$ cat src/design/bm3_pkg.sv
`default_nettype none
//----------------------------------------------------------------------------
// bm3_pkg: shared types and constants of the 3x3 binary morphology block
// Register codes, window operations, control structs and field widths.
//----------------------------------------------------------------------------
package bm3_pkg;

    localparam int DEF_MAX_WIDTH = 1024;
    localparam int DEF_CHANNELS  = 3;

    localparam int CHAN_W       = 8;
    localparam int OUT_CHANNELS = 3;
    localparam int OUT_PIX_W    = CHAN_W * OUT_CHANNELS;
    localparam int WIN_CELLS    = 9;
    localparam int MASK_W       = WIN_CELLS;
    localparam int FW_W         = 11;
    localparam int FH_W         = 13;
    localparam int DIM_W        = 13;
    localparam int MAX_HEIGHT   = 4096;
    localparam int CFG_IDX_W    = 2;
    localparam int CFG_DATA_W   = 13;

    localparam int RST_WIDTH  = 1024;
    localparam int RST_HEIGHT = 1024;
    localparam logic [MASK_W-1:0] RST_MASK   = 9'h1FF;
    localparam logic [CHAN_W-1:0] FULL_VALUE = 8'd255;

    typedef enum logic [CFG_IDX_W-1:0] {
        CFG_MODE   = 2'd0,
        CFG_MASK   = 2'd1,
        CFG_WIDTH  = 2'd2,
        CFG_HEIGHT = 2'd3
    } t_cfg_idx;

    typedef enum logic [1:0] {
        MODE_DILATION = 2'd0,
        MODE_EROSION  = 2'd1,
        MODE_OPENING  = 2'd2,
        MODE_CLOSING  = 2'd3
    } t_mode;

    typedef enum logic [1:0] {
        OP_PASS   = 2'd0,
        OP_DILATE = 2'd1,
        OP_ERODE  = 2'd2
    } t_op;

    // Request entering one window stage.
    typedef struct packed {
        logic push;
        logic clr;
        logic interior;
    } t_win_ctl;

    // Second-stage control, carried in a register behind the stage-one request.
    typedef struct packed {
        logic push;
        logic zero;
        logic clr;
        logic interior;
    } t_s2_ctl;

    typedef struct packed {
        logic produce;
        logic last;
    } t_out_ctl;

    typedef struct packed {
        logic              last;
        logic [CHAN_W-1:0] chan2;
        logic [CHAN_W-1:0] chan1;
        logic [CHAN_W-1:0] chan0;
    } t_out_item;

endpackage
`default_nettype wire

$ cat src/design/bm3_outq.sv
`default_nettype none
//----------------------------------------------------------------------------
// bm3_outq: two-entry output queue
// Holds finished results so the pipeline keeps moving while the sink stalls.
//----------------------------------------------------------------------------
module bm3_outq
    import bm3_pkg::*;
(
    input  wire logic      i_clk,
    input  wire logic      i_rst_n,
    input  wire logic      i_push,
    input  wire t_out_item i_item,
    output logic           o_full,
    output logic           o_valid,
    output t_out_item      o_item,
    input  wire logic      i_stall
);

    logic [1:0] r_cnt;
    logic [1:0] n_cnt;
    t_out_item  r_slot0;
    t_out_item  r_slot1;
    t_out_item  n_slot0;
    t_out_item  n_slot1;
    logic       pop;

    assign o_full  = (r_cnt == 2'd2);
    assign o_valid = (r_cnt != 2'd0);
    assign o_item  = r_slot0;
    assign pop     = o_valid && !i_stall;

    always_comb begin
        n_cnt   = r_cnt;
        n_slot0 = r_slot0;
        n_slot1 = r_slot1;
        case ({i_push, pop})
            2'b10: begin
                if (r_cnt == 2'd0) begin
                    n_slot0 = i_item;
                end else begin
                    n_slot1 = i_item;
                end
                n_cnt = r_cnt + 2'd1;
            end
            2'b01: begin
                n_slot0 = r_slot1;
                n_cnt   = r_cnt - 2'd1;
            end
            2'b11: begin
                if (r_cnt == 2'd1) begin
                    n_slot0 = i_item;
                end else begin
                    n_slot0 = r_slot1;
                    n_slot1 = i_item;
                end
            end
            default: begin
                n_cnt = r_cnt;
            end
        endcase
    end

    always_ff @(posedge i_clk) begin
        if (!i_rst_n) begin
            r_cnt <= 2'd0;
        end else begin
            r_cnt <= n_cnt;
        end
    end

    always_ff @(posedge i_clk) begin
        r_slot0 <= n_slot0;
        r_slot1 <= n_slot1;
    end

`ifndef ASSERT_OFF
    a_no_overflow: assert property (@(posedge i_clk) disable iff (!i_rst_n)
        i_push |-> !o_full)
        else $error("result pushed into a full output queue");
    a_cnt_range: assert property (@(posedge i_clk) disable iff (!i_rst_n)
        r_cnt != 2'd3)
        else $error("output queue count out of range");
`endif

endmodule
`default_nettype wire

$ cat config.mk
export PLATFORM = sky130hd
export DESIGN_NAME = bm3_outq
export DESIGN_NICKNAME = d
export VERILOG_FILES = /design/src/design/bm3_pkg.sv /design/src/design/bm3_outq.sv
export SDC_FILE = /design/constraint.sdc
export NUM_CORES = 1
export LEC_CHECK = 0
export ABC_AREA = 1
export BUFFER_PORTS_ARGS = -buffer_cell sky130_fd_sc_hd__buf_2
export CELL_PAD_IN_SITES_DETAIL_PLACEMENT = 0
export CELL_PAD_IN_SITES_GLOBAL_PLACEMENT = 1
export CORE_MARGIN = 10
export CORE_UTILIZATION = 41
export CTS_CLUSTER_SIZE = 8
export DETAILED_ROUTE_END_ITERATION = 8
export PLACE_DENSITY = 0.89
export SLEW_MARGIN = 10
export SYNTH_ARGS = -nofsm -noshare
export SYNTH_HDL_FRONTEND = slang
export SYNTH_SLANG_ARGS = --single-unit
$ cat constraint.sdc
create_clock -name i_clk -period 4.2 [get_ports i_clk]
set_input_delay 0.84 -clock i_clk [delete_from_list [all_inputs] [get_ports i_clk]]
set_output_delay 0.84 -clock i_clk [all_outputs]
set_load 0.02 [all_outputs]
==> impl_metrics.toml, run 1 <==
[synth]
synth-seq-cells = 52
ys_warn_count = 0
synth_area_um2 = 2140
syn-instance-count = 172
yosysSeqAreaShare = 0.720
yosysUniqueCellTypes = 16
syn_area_per_cell_um2 = 12.4
synth_nets = 209

[sta]
layout_setup_ws_ns = 1.53
slew_headroom = 0.476
worstMarginPinSlew_ns = 0.783
slew_viol_final = 0
fmax_ghz = 0.374
layout_min_cycle_time_ns = 2.67
rsz0062_at_grt = "false"
final_hold_viol_count = 0
layout_worst_path_cycle_share = 0.636
setup_viol_count_final = 0
fin_tns_setup_ns = 0
clock-skew-final_ns = 0.00648

[route]
wl_um = 4110
drc_errors = 0
ant_nets = 0
wire_per_inst_um = 13.7
drt-pass1-iter-count = 4
vias = 1336
viasPerCell = 4.45
drt_iter0_drc = 63

[die]
die_area_um2 = 8510
start_util = 0.422
die_h_um = 92.2
io_pins = 56
design.core.area_um2 = 5070
num_rows = 26
dieWidth_um = 92.2

[worst_setup_path]
cp_max_fo = 27
path_buf_inv = 1
worstSetupPathType = "flip-flop to flip-flop"
worstPathRequired_ns = 4.13
critPathCaptureType = "flip-flop"
crit_family = "compound AO/OA/AOI/OAI gates"
cpMaxStageDelayCell = "a21boi_4"
max_stage_delay_ns = 0.77
critPathMostFrequentCell = "ha_1"
path_cells = "inv_1, ha_1, nor2_1, ha_1, nand2_2, a21boi_4"
arrival_ns = 2.60
start_kind = "flip-flop"

[finish]
final_cell_mix = "nand2_1, buf_2, edfxtp_1, nand3_1, inv_1"
drive_gt1_frac = 0.300
nNetsFinal = 266
nFillCells = 472
area_growth_pct = 21.0
layout_commonest_cell = "nand2_1"
diodes = 0

[clock_tree]
cts_tree = "done"
cts_sinks = 52
h-tree-depth = 2
cts.clk_slew.worst_paths_ns = 0.09
cts_hold_buffers = 0
clock_latency_ns = 0.30
clock-root-buffer = "clkbuf_8"
numCtsBuffers = 5
ctsLongestPathBuffers = 2
ctsResizeCount = 0
post_cts_buffers = 0

[placed_design]
portBuffers = 55
place_ws_ns = 1.27
hpwl_um = 2970
gp_routability_congestion = 0.721

[worst_hold_path]
hold_class = "flip-flop to flip-flop"

[pwr]
ir_drop_mv = 0.202
p_per_area_nw_per_um2 = 575
leakage_nw = 1.14

[run]
drv_cap = 0

[grt]
grt_pass1_vias = 1388
grt_usage = 0.0977
antenna_found_initial = 0
grt_pass1_wl_um = 6560
grt-ovfl-total = 0
grt_max_degree = 28

[run_status]
outcome = "completed"
Yosys cell counts, drive strengths merged:
cell	instances	area, um^2
a21boi	1	7.51
inv	13	48.8
nor2	2	7.51
nand2	61	241
a21oi	2	10.0
dfxtp	2	40.0
ha	8	100
nand3	26	130
edfxtp	50	1500
buf	6	47.5
o21ai	1	5.00
through the flow:
step                      hold WS (ns)  power [W]   util  cells  area, um^2
after floorplan                  0.471    0.00105      -    172        2140
final                            0.512    0.00149  0.510    300        2590
after global placement           0.485    0.00116  0.488    292        2480
after CTS                        0.512    0.00151  0.510    300        2590
after global routing             0.534    0.00158  0.510    300        2590
after detailed placement         0.495    0.00117  0.488    292        2480
sequential cells by signal (all words and copies together) (netlist names):
name and cells:
o_item 25, r_slot1 25, r_cnt 2
where the power goes:
group          total (W)  switching, W  internal, W  leakage [nW]
sequential      0.000758     0.0000291     0.000729         0.498
clock           0.000338      0.000158     0.000180        0.0558
combinational   0.000393      0.000276     0.000117         0.587
worst min-delay path, delay by kind of cell, from the launching register on:
kind	cells	cell delay [ns]
flops	1	0.35
simple gates	1	0.07
compound gates	1	0.05
routing by layer:
layer,GRT usage,vias to the layer above,wire length (um)
li1,-,692,-
met1,0.110,597,1810
met2,0.157,43,1890
met3,0.0440,4,363
met4,0.0424,0,50
met5,0,-,0
cells by family after synthesis:
| group | count (synthesis) | synth area share |
|---|---|---|
| adders and majority gates | 8 | 0.0468 |
| AOI/OAI and AO/OA | 4 | 0.0105 |
| and+or+nand+nor | 89 | 0.177 |
| DFF | 52 | 0.720 |
| buffers and inverters | 19 | 0.0450 |
final timing paths:
| path | startpoint | end | slack [ns] | cells past startpoint |
|---|---|---|---|---|
| setup / recovery | r_cnt[0] | r_slot1[3] | 1.53 | 6 |
| hold / removal | r_cnt[0] | r_cnt[0] | 0.51 | 2 |
| setup reg to reg | r_cnt[0] | r_slot1[3] | 1.53 | 6 |
| hold reg to reg | r_cnt[0] | r_cnt[0] | 0.51 | 2 |
cell type report:
class / instances / area (um^2) / area share
inverters: 13 / 48.8 / 0.0188
repair buffers: 56 / 283 / 0.109
clock buffers: 6 / 72.6 / 0.0280
multi-input cells: 101 / 517 / 0.200
clock inverters: 2 / 38.8 / 0.0150
flip-flops and latches: 52 / 1540 / 0.595
well taps: 70 / 87.6 / 0.0338
(Power assumes the default switching activity.)
==> run 2: changes to the inputs <==
- CORE_UTILIZATION: 41 -> 37
- PLACE_DENSITY: 0.89 -> 0.85
- clock period: 4.2 -> 2.3 ns (I/O delays scaled with it)
==> run 2 against run 1 <==
Effect of this change: sequential cell count is the same; global-route usage grew 0.57 points; setup slack lost 1.3 ns; first-iteration DRC count grew 22%; critical path type unchanged; final cell count grew 1.7%; die area grew 8.4%.
==> impl_metrics.toml, run 2 (same netlist as run 1, synthesis figures left out) <==
[sta]
layout_min_cycle_time_ns = 2.02
fin_tns_setup_ns = 0
final_hold_viol_count = 0
slew_viol_final = 0
slew_headroom = 0.568
layout_setup_ws_ns = 0.275
setup_viol_count_final = 0
worstMarginPinSlew_ns = 0.647
clock-skew-final_ns = 0.00384
layout_worst_path_cycle_share = 0.880
fmax_ghz = 0.494
rsz0062_at_grt = "false"

[die]
num_rows = 27
start_util = 0.384
io_pins = 56
die_area_um2 = 9220
design.core.area_um2 = 5570
die_h_um = 96.0
dieWidth_um = 96.0

[worst_setup_path]
critPathMostFrequentCell = "ha_1"
arrival_ns = 2.03
critPathCaptureType = "flip-flop"
cp_max_fo = 13
worstPathRequired_ns = 2.30
path_cells = "inv_1, ha_1, nor2_1, ha_1, nand2_2, a21boi_4, buf_4"
reg2reg_depth = 7
cpMaxStageDelayCell = "dfxtp_1"
start_kind = "flip-flop"
max_stage_delay_ns = 0.38
worstSetupPathType = "flip-flop to flip-flop"

[route]
vias = 1401
drt_iter0_drc = 77
wire_per_inst_um = 14.7
drc_errors = 0
viasPerCell = 4.59
drt-pass1-iter-count = 4
ant_nets = 0
wl_um = 4480

[clock_tree]
cts_tree = "done"
ctsLongestPathBuffers = 2
cts_sinks = 52
post_cts_buffers = 0
cts_hold_buffers = 0
numCtsBuffers = 5
cts.clk_slew.worst_paths_ns = 0.09
clock_latency_ns = 0.30
h-tree-depth = 2
clock-root-buffer = "clkbuf_8"

[grt]
grt-ovfl-total = 0
grt_pass1_wl_um = 7360
antenna_found_initial = 0
grt_usage = 0.103
grt_pass1_vias = 1485
grt_max_degree = 26

[finish]
area_growth_pct = 21.1
diodes = 0
layout_commonest_cell = "nand2_1"
final_cell_mix = "nand2_1, buf_2, edfxtp_1, nand3_1, inv_1"
nNetsFinal = 269
drive_gt1_frac = 0.305

[run_status]
outcome = "completed"

[placed_design]
gp_routability_congestion = 0.706
place_ws_ns = 0.279
portBuffers = 55
hpwl_um = 3290

[worst_hold_path]
min_path_cells = 1
hold_class = "input pin to flip-flop"

[pwr]
p_per_area_nw_per_um2 = 1020
report.power.total_w = 0.00263
leakage_nw = 1.14
ir_drop_mv = 0.444

[run]
drv_cap = 0
run 2: final timing paths:
kind	slack [ns]	to	start
worst min-delay path	0.35	r_slot1[9]	i_item[9]
worst max-delay path	0.28	r_slot1[3]	r_cnt[0]
worst max register to register	0.28	r_slot1[3]	r_cnt[0]
worst min register to register	0.51	r_cnt[0]	r_cnt[0]
run 2: where the power goes:
part,leakage [nW],switching [W],total [W],internal [W]
Sequential,0.498,0.0000541,0.00138,0.00133
Combinational,0.603,0.000527,0.000756,0.000230
Clock,0.0388,0.000283,0.000494,0.000211
Total,1.14,0.000863,0.00263,0.00177
run 2: final cells by class:
class | instances | area, um^2
well taps | 72 | 90.1
inverters | 13 | 48.8
flip-flops and latches | 52 | 1540
fillers | 520 | 2980
clock buffers | 6 | 72.6
clock inverters | 2 | 11.3
repair buffers | 59 | 305
multi-input cells | 101 | 522
run 2: metrics by stage:
step	utilization	instance area [um^2]	hold slack [ns]	instances
2_1_floorplan	-	2150	0.471	172
5_1_grt	0.465	2590	0.326	305
3_3_place_gp	0.449	2500	0.484	297
4_1_cts	0.464	2590	0.338	305
3_5_place_dp	0.449	2500	0.496	297
6_report	0.465	2590	0.347	305
run 2: critical path, delay by kind of cell (launching register included):
family,cells,cell delay (ns)
DFF,1,0.38
buffers and inverters,2,0.30
adders and majority gates,2,0.48
and+or+nand+nor,2,0.40
AOI/OAI and AO/OA,1,0.16
run 2: metal layers:
layer,vias to the layer above,global-route usage,share of wire
met3,6,0.0389,0.11
li1,706,-,-
met2,65,0.173,0.47
met4,0,0.0295,0.011
met1,624,0.122,0.42
met5,-,0,0
run 2: timing repair:
item                       4_1_cts  5_1_grt
hold endpoints to repair         0        0
resized for setup                0        1
setup endpoints to repair        0        1
==> run 3: changes to the inputs <==
- CORE_UTILIZATION: 37 -> 23
- PLACE_DENSITY: 0.85 -> 0.61
- SKIP_LAST_GASP: not set -> 1
==> run 3 against run 2 <==
Effect of this change: count of clock-buffer cells in the layout fell by 1; design area rose by 3.7%; wire length rose by 3.5%; sequential cell count did not move; final cell count rose by 14%; setup slack got worse by 0.054 ns; combinational power rose by 2%; first-iteration DRC count did not move; sequential power barely moved; global-route usage fell by 3.3 points; via count fell by 2.6%.
==> impl_metrics.toml, run 3 (same netlist as run 1, synthesis figures left out) <==
[route]
wire_per_inst_um = 13.4
wl_um = 4640
ant_nets = 0
wl_met1_um = 1870
wl_met3_um = 542
highest_layer = "met5"
wl_met2_um = 2170
vias = 1364
drc_errors = 0
viasPerCell = 3.93
drt_iter0_drc = 77
drt-pass1-iter-count = 4

[die]
num_rows = 35
start_util = 0.234
die_h_um = 116
die_area_um2 = 13600
io_pins = 56
dieWidth_um = 116
design.core.area_um2 = 9150

[pwr]
p_clk_frac = 0.223
pwr-share-seq = 0.498
power.internal_w = 0.00189
ir_drop_mv = 0.270
swShare = 0.315
p_sw_w = 0.000873
combPwrFrac = 0.279
p_per_area_nw_per_um2 = 1030
leakage_nw = 1.16

[clock_tree]
post_cts_buffers = 0
cts.clk_slew.worst_paths_ns = 0.09
cts_sinks = 52
cts_tree = "done"
cts_hold_buffers = 0
ctsLongestPathBuffers = 2
clock-root-buffer = "clkbuf_8"
clock_latency_ns = 0.30
h-tree-depth = 2
ctsResizeCount = 0
numCtsBuffers = 5

[grt]
grt_pass1_wl_um = 7280
grt-ovfl-total = 0
antenna_found_initial = 3
grt_pass1_vias = 1449
grt_usage = 0.0707
grt_max_degree = 26

[finish]
nNetsFinal = 270
drive_gt1_frac = 0.312
area_growth_pct = 25.6
final_cell_mix = "nand2_1, buf_2, edfxtp_1, nand3_1, inv_1"
layout_commonest_cell = "nand2_1"

[sta]
slew_viol_final = 0
fin_tns_setup_ns = 0
layout_min_cycle_time_ns = 2.08
setup_viol_count_final = 0
clock-skew-final_ns = 0.00709
final_hold_viol_count = 0
whs_ns = 0.348
rsz0062_at_grt = "false"
slew_headroom = 0.660
worstMarginPinSlew_ns = 0.509
layout_worst_path_cycle_share = 0.904
fmax_ghz = 0.481

[run_status]
outcome = "completed"

[placed_design]
hpwl_um = 3410
gp_routability_congestion = 0.682
portBuffers = 55

[worst_setup_path]
start_kind = "flip-flop"
arrival_ns = 2.09
cp_max_fo = 19
critPathCaptureType = "flip-flop"
rrSetupSlack_ns = 0.22
worstSetupPathType = "flip-flop to flip-flop"
worstPathRequired_ns = 2.31

[worst_hold_path]
hold_class = "input pin to flip-flop"

[run]
drv_cap = 0
[run 3: cell types whose count changed in the layout (fill, tap and decap cells not counted), sizes merged]
cell,previous run,this run
buf,59,60
bufinv,0,1
clkbuf,6,5
clkinv,1,2
clkinvlp,1,0
diode,0,2
[run 3: cell type report]
| class | instances | area (um^2) |
|---|---|---|
| Fill cell | 930 | 6460 |
| Sequential cell | 52 | 1540 |
| Multi-Input combinational cell | 101 | 517 |
| Timing Repair Buffer | 60 | 325 |
| Tap cell | 111 | 139 |
| Clock buffer | 5 | 68.8 |
| Inverter | 13 | 48.8 |
| Clock inverter | 3 | 42.5 |
| Antenna cell | 2 | 5.00 |
[run 3: worst paths after layout]
check,startpoint,end,cells after the start
worst max-delay path,r_cnt[0],r_slot1[8],7
worst min-delay path,i_item[13],r_slot1[13],1
worst max register to register,r_cnt[0],r_slot1[8],7
worst min register to register,r_cnt[0],r_cnt[0],2
[run 3: power groups by stage]
stage	combinational (W)	sequential, W	clock (W)
2_1_floorplan	0.000346	0.00157	0
3_3_place_gp	0.000787	0.00140	0
3_5_place_dp	0.000793	0.00140	0
4_1_cts	0.000795	0.00138	0.000637
5_1_grt	0.000867	0.00140	0.000688
6_report	0.000772	0.00138	0.000617
[run 3: metrics by stage]
stage                     cells  setup WS, ns  utilization  power, W  area [um^2]
final                       347         0.222        0.294   0.00277         2690
after global routing        345        0.0367        0.293   0.00296         2680
after CTS                   345         0.194        0.293   0.00281         2680
after detailed placement    337         0.204        0.281   0.00220         2570
after global placement      337         0.312        0.281   0.00219         2570
after floorplan             172        0.0195            -   0.00192         2150
[run 3: worst max-delay path: stages (launching register included)]
cell      delay [ns]
dfxtp_1         0.38
inv_1           0.08
ha_1            0.22
nor2_1          0.25
ha_1            0.25
nand2_2         0.20
a21boi_4        0.22
buf_12          0.18
[run 3: per-layer routing]
metal	GRT usage	vias up
met2	0.114	37
li1	-	707
met1	0.0767	611
met4	0.0225	2
met3	0.0406	7
met5	0	-
